<file path="config.mk">
export PLATFORM = sky130hd
export DESIGN_NAME = pll_divider_search
export DESIGN_NICKNAME = d
export VERILOG_FILES = /design/src/sv/pds_pkg.sv /design/src/sv/pll_divider_search.sv
export SDC_FILE = /design/constraint.sdc
export NUM_CORES = 2
export LEC_CHECK = 0
export BUFFER_PORTS_ARGS = -buffer_cell sky130_fd_sc_hd__clkbuf_2
export CAP_MARGIN = 10
export CORE_MARGIN = 3
export CORE_UTILIZATION = 57
export CTS_CLUSTER_DIAMETER = 120
export DETAILED_ROUTE_END_ITERATION = 8
export PLACE_DENSITY_LB_ADDON = 0.05
export SYNTH_ARGS = -nofsm -noshare
export SYNTH_HDL_FRONTEND = slang
export SYNTH_SLANG_ARGS = --single-unit
export TNS_END_PERCENT = 1
</file>
<file path="constraint.sdc">
create_clock -name clk -period 6.8 [get_ports clk]
set_input_delay 0.68 -clock clk [delete_from_list [all_inputs] [get_ports clk]]
set_output_delay 0.68 -clock clk [all_outputs]
set_load 0.05 [all_outputs]
</file>
<file path="src/sv/pds_pkg.sv">
// Package for the PLL divider search block: field widths, register map,
// reset values and default search limits. No dependencies.
package pds_pkg;

	localparam int unsigned FREQ_W = 22;
	localparam int unsigned NUM_W  = 12;
	localparam int unsigned DEN_W  = 16;
	localparam int unsigned SET_W  = 8;
	localparam int unsigned ADDR_W = 5;
	localparam int unsigned DATA_W = 32;

	localparam int unsigned MAX_MULT_DEF    = 128;
	localparam int unsigned MAX_OUT_DIV_DEF = 128;

	// largest pre-divider the result field can carry
	localparam logic [SET_W-1:0] DIV_CAP = 8'd255;

	localparam logic [FREQ_W-1:0] VCO_MIN_RST  = 22'd800000;
	localparam logic [FREQ_W-1:0] VCO_MAX_RST  = 22'd1500000;
	localparam logic [FREQ_W-1:0] PFD_MIN_RST  = 22'd70000;
	localparam logic [FREQ_W-1:0] PFD_MAX_RST  = 22'd450000;
	localparam logic [FREQ_W-1:0] FOUT_MIN_RST = 22'd6250;

	typedef enum logic [2:0] {
		REG_VCO_MIN  = 3'd0,
		REG_VCO_MAX  = 3'd1,
		REG_PFD_MIN  = 3'd2,
		REG_PFD_MAX  = 3'd3,
		REG_FOUT_MIN = 3'd4
	} reg_idx_t;

endpackage

</file>
<file path="src/sv/pll_divider_search.sv">
// PLL divider search: finds pre-divider, multiplier and output divider for
// a requested ratio. Depends on pds_pkg.
//
//   channel | signals                                   | direction
//   --------+-------------------------------------------+----------
//   in      | in_valid, in_ready, fin_khz, ratio_*      | request in
//   out     | out_valid, out_ready, found, multiplier,  | result out
//           | pre_divider, out_divider                  |
//   cfg     | psel, penable, pwrite, paddr, pwdata,     | APB slave
//           | prdata, pready                            |
//
// A request is accepted, searched and handed over; the search ends early when the
// pre-divider bound is passed. For each pre-divider tried the bounds are scaled, then
// up to MAX_MULT-1 multipliers are tried, each through the window check, the divider
// and the output check as far as it passes; the 30x8 multiplier is shared by all
// products and the divider is an 8-step restoring divider.
// in_ready is high only while the sequencer idles; a finished result sits in
// the output register so the next request can enter while it waits, and a full
// output register holds the sequencer in its done state.
// Reset clears the sequencer, the output valid and restores register values.
module pll_divider_search #(
	parameter int unsigned MAX_MULT    = pds_pkg::MAX_MULT_DEF,
	parameter int unsigned MAX_OUT_DIV = pds_pkg::MAX_OUT_DIV_DEF
) (
	input  logic                         clk,
	input  logic                         arst_n,
	input  logic                         in_valid,
	output logic                         in_ready,
	input  logic [pds_pkg::FREQ_W-1:0]   fin_khz,
	input  logic [pds_pkg::NUM_W-1:0]    ratio_num,
	input  logic [pds_pkg::DEN_W-1:0]    ratio_den,
	output logic                         out_valid,
	input  logic                         out_ready,
	output logic                         found,
	output logic [pds_pkg::SET_W-1:0]    multiplier,
	output logic [pds_pkg::SET_W-1:0]    pre_divider,
	output logic [pds_pkg::SET_W-1:0]    out_divider,
	input  logic                         psel,
	input  logic                         penable,
	input  logic                         pwrite,
	input  logic [pds_pkg::ADDR_W-1:0]   paddr,
	input  logic [pds_pkg::DATA_W-1:0]   pwdata,
	output logic [pds_pkg::DATA_W-1:0]   prdata,
	output logic                         pready
);
	import pds_pkg::*;

	localparam int unsigned PROD_W = 38;
	localparam int unsigned PRE_W  = 30;
	localparam int unsigned QW     = NUM_W + SET_W;
	localparam int unsigned LHS_W  = DEN_W + SET_W;
	localparam int unsigned SH_W   = QW + SET_W;
	localparam logic [SET_W-1:0] MaxMultW   = SET_W'(MAX_MULT);
	localparam logic [SET_W-1:0] MaxOutDivW = SET_W'(MAX_OUT_DIV);

	typedef enum logic [3:0] {
		S_IDLE, S_DBND, S_VMIN, S_VMAX, S_FOUT, S_QNUM, S_QSAVE,
		S_FM, S_LHS, S_WIN, S_DIV, S_DIVEND, S_OUTM, S_OUTCHK, S_DONE
	} state_t;

	state_t state_q;

	logic [FREQ_W-1:0] vco_min_q, vco_max_q, pfd_min_q, pfd_max_q, fout_min_q;
	logic [FREQ_W-1:0] fin_q;
	logic [NUM_W-1:0]  num_q;
	logic [DEN_W-1:0]  den_q;
	logic [SET_W-1:0]  d_q, m_q, quo_q;
	logic [PRE_W-1:0]  vmin_d_q, vmax_d_q, fout_d_q, fm_q;
	logic [QW-1:0]     q_q;
	logic [LHS_W-1:0]  rem_q;
	logic [2:0]        div_bit_q;
	logic              res_found_q;
	logic [SET_W-1:0]  res_m_q, res_d_q, res_o_q;
	logic              out_valid_q, found_q;
	logic [SET_W-1:0]  mult_q, pre_q, odiv_q;

	logic [PRE_W-1:0]  mul_a;
	logic [SET_W-1:0]  mul_b;
	logic [PROD_W-1:0] prod_q;

	logic [LHS_W-1:0]  lhs;
	logic [SH_W-1:0]   q_sh8, div_sh, rem_ext;
	logic              fm_in_win, too_big, div_ok, out_ok, step_m, last_m, last_d;
	logic              load_out;
	logic              cfg_wr;
	reg_idx_t          cfg_idx;

	// configuration registers
	assign pready  = 1'b1;
	assign cfg_wr  = psel & penable & pwrite;
	assign cfg_idx = reg_idx_t'(paddr[4:2]);

	always_ff @(posedge clk or negedge arst_n) begin
		if (!arst_n) begin
			vco_min_q  <= VCO_MIN_RST;
			vco_max_q  <= VCO_MAX_RST;
			pfd_min_q  <= PFD_MIN_RST;
			pfd_max_q  <= PFD_MAX_RST;
			fout_min_q <= FOUT_MIN_RST;
		end else if (cfg_wr) begin
			unique case (cfg_idx)
				REG_VCO_MIN:  vco_min_q  <= pwdata[FREQ_W-1:0];
				REG_VCO_MAX:  vco_max_q  <= pwdata[FREQ_W-1:0];
				REG_PFD_MIN:  pfd_min_q  <= pwdata[FREQ_W-1:0];
				REG_PFD_MAX:  pfd_max_q  <= pwdata[FREQ_W-1:0];
				REG_FOUT_MIN: fout_min_q <= pwdata[FREQ_W-1:0];
				default: ;
			endcase
		end
	end

	always_comb begin
		unique case (cfg_idx)
			REG_VCO_MIN:  prdata = {{(DATA_W-FREQ_W){1'b0}}, vco_min_q};
			REG_VCO_MAX:  prdata = {{(DATA_W-FREQ_W){1'b0}}, vco_max_q};
			REG_PFD_MIN:  prdata = {{(DATA_W-FREQ_W){1'b0}}, pfd_min_q};
			REG_PFD_MAX:  prdata = {{(DATA_W-FREQ_W){1'b0}}, pfd_max_q};
			REG_FOUT_MIN: prdata = {{(DATA_W-FREQ_W){1'b0}}, fout_min_q};
			default:      prdata = '0;
		endcase
	end

	// shared multiplier: operands picked by state, product registered
	always_comb begin
		unique case (state_q)
			S_DBND:  begin mul_a = PRE_W'(pfd_min_q);  mul_b = d_q;   end
			S_VMIN:  begin mul_a = PRE_W'(vco_min_q);  mul_b = d_q;   end
			S_VMAX:  begin mul_a = PRE_W'(vco_max_q);  mul_b = d_q;   end
			S_FOUT:  begin mul_a = PRE_W'(fout_min_q); mul_b = d_q;   end
			S_QNUM:  begin mul_a = PRE_W'(num_q);      mul_b = d_q;   end
			S_FM:    begin mul_a = PRE_W'(fin_q);      mul_b = m_q;   end
			S_LHS:   begin mul_a = PRE_W'(den_q);      mul_b = m_q;   end
			S_OUTM:  begin mul_a = fout_d_q;           mul_b = quo_q; end
			default: begin mul_a = '0;                 mul_b = '0;    end
		endcase
	end

	always_ff @(posedge clk) begin
		prod_q <= PROD_W'(mul_a) * PROD_W'(mul_b);
	end

	always_comb begin
		lhs       = prod_q[LHS_W-1:0];
		fm_in_win = (fm_q >= vmin_d_q) && (fm_q <= vmax_d_q);
		q_sh8     = {q_q, 8'b0};
		too_big   = SH_W'(lhs) >= q_sh8;
		div_sh    = SH_W'(q_q) << div_bit_q;
		rem_ext   = SH_W'(rem_q);
		div_ok    = (rem_q == '0) && (quo_q != '0) && (quo_q <= MaxOutDivW);
		out_ok    = PROD_W'(fm_q) >= prod_q;
		last_m    = m_q <= 8'd2;
		last_d    = d_q == DIV_CAP;
		step_m    = ((state_q == S_WIN) &&
		             (!fm_in_win || ((q_q == '0) ? (lhs != '0) : too_big))) ||
		            ((state_q == S_DIVEND) && !div_ok) ||
		            ((state_q == S_OUTCHK) && !out_ok);
		load_out  = (state_q == S_DONE) && (!out_valid_q || out_ready);
	end

	assign in_ready = (state_q == S_IDLE);

	always_ff @(posedge clk or negedge arst_n) begin
		if (!arst_n) begin
			state_q     <= S_IDLE;
			out_valid_q <= 1'b0;
			found_q     <= 1'b0;
			mult_q      <= '0;
			pre_q       <= '0;
			odiv_q      <= '0;
			fin_q       <= '0;
			num_q       <= '0;
			den_q       <= '0;
			d_q         <= '0;
			m_q         <= '0;
			quo_q       <= '0;
			vmin_d_q    <= '0;
			vmax_d_q    <= '0;
			fout_d_q    <= '0;
			fm_q        <= '0;
			q_q         <= '0;
			rem_q       <= '0;
			div_bit_q   <= '0;
			res_found_q <= 1'b0;
			res_m_q     <= '0;
			res_d_q     <= '0;
			res_o_q     <= '0;
		end else begin
			if (load_out)
				out_valid_q <= 1'b1;
			else if (out_ready)
				out_valid_q <= 1'b0;

			priority if (step_m) begin
				if (last_m) begin
					if (last_d) begin
						res_found_q <= 1'b0;
						res_m_q     <= '0;
						res_d_q     <= '0;
						res_o_q     <= '0;
						state_q     <= S_DONE;
					end else begin
						d_q     <= d_q + 8'd1;
						state_q <= S_DBND;
					end
				end else begin
					m_q     <= m_q - 8'd1;
					state_q <= S_FM;
				end
			end else begin
				unique case (state_q)
					S_IDLE: begin
						if (in_valid) begin
							fin_q <= fin_khz;
							num_q <= ratio_num;
							den_q <= ratio_den;
							d_q   <= (fin_khz > pfd_max_q) ? 8'd2 : 8'd1;
							if (fin_khz == '0) begin
								res_found_q <= 1'b0;
								res_m_q     <= '0;
								res_d_q     <= '0;
								res_o_q     <= '0;
								state_q     <= S_DONE;
							end else begin
								state_q <= S_DBND;
							end
						end
					end
					S_DBND: state_q <= S_VMIN;
					S_VMIN: begin
						// past the pre-divider bound: d * pfd_min above fin
						if (d_q != 8'd1 && prod_q > PROD_W'(fin_q)) begin
							res_found_q <= 1'b0;
							res_m_q     <= '0;
							res_d_q     <= '0;
							res_o_q     <= '0;
							state_q     <= S_DONE;
						end else begin
							state_q <= S_VMAX;
						end
					end
					S_VMAX: begin
						vmin_d_q <= prod_q[PRE_W-1:0];
						state_q  <= S_FOUT;
					end
					S_FOUT: begin
						vmax_d_q <= prod_q[PRE_W-1:0];
						state_q  <= S_QNUM;
					end
					S_QNUM: begin
						fout_d_q <= prod_q[PRE_W-1:0];
						state_q  <= S_QSAVE;
					end
					S_QSAVE: begin
						q_q     <= prod_q[QW-1:0];
						m_q     <= MaxMultW;
						state_q <= S_FM;
					end
					S_FM: state_q <= S_LHS;
					S_LHS: begin
						fm_q    <= prod_q[PRE_W-1:0];
						state_q <= S_WIN;
					end
					S_WIN: begin
						// window holds; zero numerator with zero lhs takes o = 1
						if (q_q == '0) begin
							quo_q   <= 8'd1;
							state_q <= S_OUTM;
						end else begin
							rem_q     <= lhs;
							quo_q     <= '0;
							div_bit_q <= 3'd7;
							state_q   <= S_DIV;
						end
					end
					S_DIV: begin
						if (rem_ext >= div_sh) begin
							rem_q            <= rem_q - div_sh[LHS_W-1:0];
							quo_q[div_bit_q] <= 1'b1;
						end
						if (div_bit_q == 3'd0)
							state_q <= S_DIVEND;
						else
							div_bit_q <= div_bit_q - 3'd1;
					end
					S_DIVEND: state_q <= S_OUTM;
					S_OUTM:   state_q <= S_OUTCHK;
					S_OUTCHK: begin
						res_found_q <= 1'b1;
						res_m_q     <= m_q;
						res_d_q     <= d_q;
						res_o_q     <= quo_q;
						state_q     <= S_DONE;
					end
					S_DONE: begin
						// hand over once the output register is free
						if (load_out) begin
							found_q     <= res_found_q;
							mult_q      <= res_m_q;
							pre_q       <= res_d_q;
							odiv_q      <= res_o_q;
							state_q     <= S_IDLE;
						end
					end
					default: state_q <= S_IDLE;
				endcase
			end
		end
	end

	assign out_valid   = out_valid_q;
	assign found       = found_q;
	assign multiplier  = mult_q;
	assign pre_divider = pre_q;
	assign out_divider = odiv_q;

	a_busy_after_accept: assert property (@(posedge clk) disable iff (!arst_n)
		in_valid && in_ready |=> !in_ready)
		else $error("sequencer still idle after taking a request");

	a_found_fields: assert property (@(posedge clk) disable iff (!arst_n)
		out_valid && found |-> multiplier >= 8'd2 && multiplier <= MaxMultW &&
		pre_divider != '0 && out_divider != '0 && out_divider <= MaxOutDivW)
		else $error("found result with settings out of range");

	a_miss_fields: assert property (@(posedge clk) disable iff (!arst_n)
		out_valid && !found |-> multiplier == '0 && pre_divider == '0 &&
		out_divider == '0)
		else $error("miss result carries nonzero settings");

	a_div_nonzero: assert property (@(posedge clk) disable iff (!arst_n)
		state_q == S_DIV |-> q_q != '0 && SH_W'(rem_q) < (div_sh << 1))
		else $error("divider running on zero divisor or bad remainder");

endmodule

</file>
==> run summary <==
The number of buffer and inverter instances along the worst setup path is 6, and the internal power of the cells is 8.79 mW. The first-pass detailed-route iteration total was 6. The slowest stage of the critical path belongs to the cell sky130_fd_sc_hd__fa_1.

The wire length of the first global-routing pass came out at 147000 µm. The run finished with clean final reports. The post-synth design cell area is 31500 µm². STA puts the critical path data arrival time at 7.10 ns.

For the number of vias after detailed routing, the log shows 25771. The tools report the part of the total power dissipated in sequential elements as 0.275. In this run the worst setup path begins at state_q[3].

At the end of routability-driven placement, the weighted congestion stood at 0.943. The setup check on the worst reg-to-reg path leaves a slack of 0.23 ns. For the final-report setup violation count, the log shows 0. Entering global routing, the biggest net connects 146 pins. The number of flip-flops and latches in the synthesized netlist works out to 444. The startpoint type of the worst setup path is a flip-flop.

Startpoint-to-endpoint class of the critical path: flip-flop to flip-flop. The share of Yosys cell area claimed by the top area cell type works out to 0.291. The power per cell area was 441 nW/µm². The logs give 0 for the final global-route overflow total and 7.33 ns for the required time of the worst setup path. Averaged over all synthesized cells, the footprint is 9.62 µm². After detailed routing, the number of remaining DRC violations is 0.

Counting flops with a built-in enable in the synthesized netlist gives 0. The horizontal die dimension was 241 µm. Number of sinks driven by the clock tree: 444. The effective utilization at floorplan is 0.581. The total track usage came out at 0.328.

The worst path meets setup with 0.231 ns of slack. The clock arrives with 0.0367 ns of skew. Final worst-path cycle share: 0.966. The routed wire length was 95800 µm; the row count was 85.

The average wire length per cell after detail routing works out to 22.4 µm. By area the synthesized netlist is led by sky130_fd_sc_hd__dfrtp_1 (29%), sky130_fd_sc_hd__fa_1 (11%), sky130_fd_sc_hd__ha_1 (9.5%). From bottom edge to top edge, the die measures 241 µm.

For the minimum hold slack, the log shows 0.109 ns. In this run the remaining antenna-violating nets after routing total 0. Number of failing hold endpoints at the final stage: 0. In this run the count of I/O pins placed on the die edge is 154. The relative max-transition margin is 0.160, and the worst slack after detailed placement is -0.139 ns.

The tools report the number of diodes as 0. CTS built an H-tree with a depth of 2. Fraction of power spent switching nets: 0.452. TritonCTS built the clock tree.

Among the stages of the critical path, the cell type that occurs most often is sky130_fd_sc_hd__fa_1. The synthesized design spends more area on one cell type than any other, namely sky130_fd_sc_hd__dfrtp_1. Synthesis produced 3276 cells. The slew at the pin closest to its max-slew limit works out to 1.26 ns. The Yosys step of the flow raised 0 warnings. Fill cells in the final layout number 4355. The path class of the tightest hold or removal check is input pin to asynchronous set/reset pin. The tools report the number of global-route vias before repair as 25886.

The tools report the max-cap violation count as 0. Layout cell share with drive strength beyond 1: 0.226. In this design, the stage delay of the slowest critical-path cell is 0.55 ns. The tools report the achievable frequency as 152 MHz. For the leakage dissipation, the log shows 17.5 nW. Source of the worst register-to-register timing path: state_q[3]. The sequential element share of the synthesized area is 0.348, and the number of antenna violations at the first check in global routing is 1. In the routed layout, each cell is associated on average with a via count of 6.04. Clock tree synthesis inserted a total of 49 buffers. In the synthesized netlist the dominant register cell turns out to be sky130_fd_sc_hd__dfrtp_1.

The tools report the insertion delay to the later sink of the worst-skew pair as 0.62 ns. For the violation count after the first detailed-route iteration, the log shows 2337. Ranked by instance count, the synthesized netlist is headed by sky130_fd_sc_hd__inv_1 (382), sky130_fd_sc_hd__dfrtp_1 (367), sky130_fd_sc_hd__nand2_1 (335).

From synthesis to final layout, the design area changed by 15.6%. The total count of max-transition violations in the final report was 0. The total half-perimeter wirelength after legalization and detailed placement was 69400 µm. In this run the power spent charging and discharging nets is 7.25 mW.

The run gives 0.270 mV as the peak ir drop on the vdd network. The floorplan step defined a core boundary enclosing 54200 µm². The post-layout net count was 4034. The type of element capturing the critical path was a flip-flop. The total placed instance area was 34300 µm²; the fraction of registers with async set or reset after synthesis was 0.914. The clock transition at the registers of the reported paths is 0.06 ns. The fraction of power consumed by the clock network is 0.168.

The post-layout minimum cycle time came out at 6.57 ns. Buffers placed on the I/O ports in this run total 130. The number of distinct library cells after synthesis is 85.

Summing all non-filler instances in the final layout gives an area of 36400 µm². The utilization of the core after routing is 0.671, and the power share of the combinational group is 0.557. The biggest fanout along the worst timing path was 8; the full die area was 58100 µm². The maximum clock insertion buffer count was 3.

The CTS root buffer is sky130_fd_sc_hd__clkbuf_16. In the post-synthesis netlist, the cell with the most instances is sky130_fd_sc_hd__inv_1. The cell class contributing the biggest share of worst-path delay was adder cells.
[worst register-to-register path: stages (launching register included)]
cell and delay [ns]:
sky130_fd_sc_hd__dfrtp_2 0.46, sky130_fd_sc_hd__nand2b_4 0.18, sky130_fd_sc_hd__nor2_2 0.06, sky130_fd_sc_hd__or2_4 0.28, sky130_fd_sc_hd__buf_4 0.16, sky130_fd_sc_hd__a222oi_1 0.45
sky130_fd_sc_hd__buf_4 0.25, sky130_fd_sc_hd__buf_6 0.17, sky130_fd_sc_hd__nor2_1 0.08, sky130_fd_sc_hd__fa_1 0.51, sky130_fd_sc_hd__fa_1 0.52, sky130_fd_sc_hd__fa_1 0.55
sky130_fd_sc_hd__inv_1 0.06, sky130_fd_sc_hd__fa_1 0.53, sky130_fd_sc_hd__inv_1 0.04, sky130_fd_sc_hd__ha_1 0.34, sky130_fd_sc_hd__and2_1 0.17, sky130_fd_sc_hd__a221oi_1 0.20
sky130_fd_sc_hd__nor4b_2 0.27, sky130_fd_sc_hd__o211ai_1 0.19, sky130_fd_sc_hd__o31ai_2 0.24, sky130_fd_sc_hd__buf_4 0.16, sky130_fd_sc_hd__o211ai_1 0.13, sky130_fd_sc_hd__a31o_2 0.24
sky130_fd_sc_hd__a21oi_2 0.14, sky130_fd_sc_hd__xnor2_1 0.11
[power groups by stage]
stage | combinational (mW) | sequential (mW) | clock [mW]
finish | 8.94 | 4.41 | 2.70
detailed placement | 8.53 | 4.41 | 0
floorplan | 5.69 | 4.17 | 0
global route | 9.85 | 4.49 | 2.84
CTS | 8.61 | 4.37 | 2.73
global placement | 8.29 | 4.38 | 0
[cells in the final DEF, fill, tap and decap left out, drive strengths merged, types with 28 or more instances in the layout]
master    n
a21o     43
a21oi   114
a22oi    46
buf     229
clkbuf  202
dfrtp   367
dfstp    39
dfxtp    38
fa      169
ha      238
inv     386
mux2    217
mux2i    49
nand2   336
nand2b   28
nand3    53
nand4    31
nor2    282
nor3     33
nor4     37
o21ai   213
or2      32
xnor2    41
[cell type report]
cell class,instances,area (µm²),area share
flip-flops and latches,444,11000,0.301
inverters,383,1440,0.0395
clock inverters,20,215,0.00591
repair buffers,362,2780,0.0763
multi-input cells,2293,18700,0.515
clock buffers,72,1400,0.0385
well taps,696,871,0.0239
[through the flow]
stage	setup TNS, ns	power [mW]	cells
2_1_floorplan	0	9.86	3285
3_3_place_gp	-0.0454	12.7	4148
3_5_place_dp	-0.364	12.9	4148
4_1_cts	0	15.7	4240
5_1_grt	-0.0932	17.2	4270
6_report	0	16.0	4270
[routing by layer]
layer / wire length (µm) / track usage / vias to the layer above
met5: 0 / 0 / -
met4: 4740 / 0.141 / 0
met3: 7570 / 0.0547 / 239
met2: 44000 / 0.529 / 1033
met1: 39400 / 0.441 / 12795
li1: - / - / 11704
[final timing paths]
| kind | endpoint | cells after the start |
|---|---|---|
| setup / recovery | prod_q[36] | 25 |
| hold / removal | vmax_d_q[10] | 1 |
| setup reg to reg | prod_q[36] | 25 |
| hold reg to reg | num_q[9] | 2 |
| max in group asynchronous | num_q[2] | 2 |
| min in group clk | num_q[8] | 3 |
[flip-flops by register name, indices dropped and copies added (netlist names), 12 cells and up]
register / count
vmin_d_q: 30
vmax_d_q: 30
fm_q: 30
fout_d_q: 30
den_q: 16
q_q: 20
rem_q: 24
num_q: 12
fin_q: 22
pfd_min_q: 22
fout_min_q: 22
prod_q: 38
vco_min_q: 22
pfd_max_q: 22
vco_max_q: 22
[kinds of logic after synthesis]
kind of cell / count (synthesis) / share of synthesized area
xor gates and xnor gates: 55 / 0.0153
and+or+nand+nor: 920 / 0.133
muxes: 280 / 0.104
buffers and inverters: 548 / 0.0679
other: 2 / 0.000238
adders and majority gates: 407 / 0.202
DFF: 444 / 0.348
AOI/OAI and AO/OA: 620 / 0.130
[what timing repair did]
item / CTS / global route
resized for setup: 10 / 52
hold buffers: 0 / 0
setup buffers: 0 / 26
cloned: 0 / 3
pin swaps: 0 / 17
setup endpoints to repair: 4 / 10
Power figures use the tool's default switching activity.
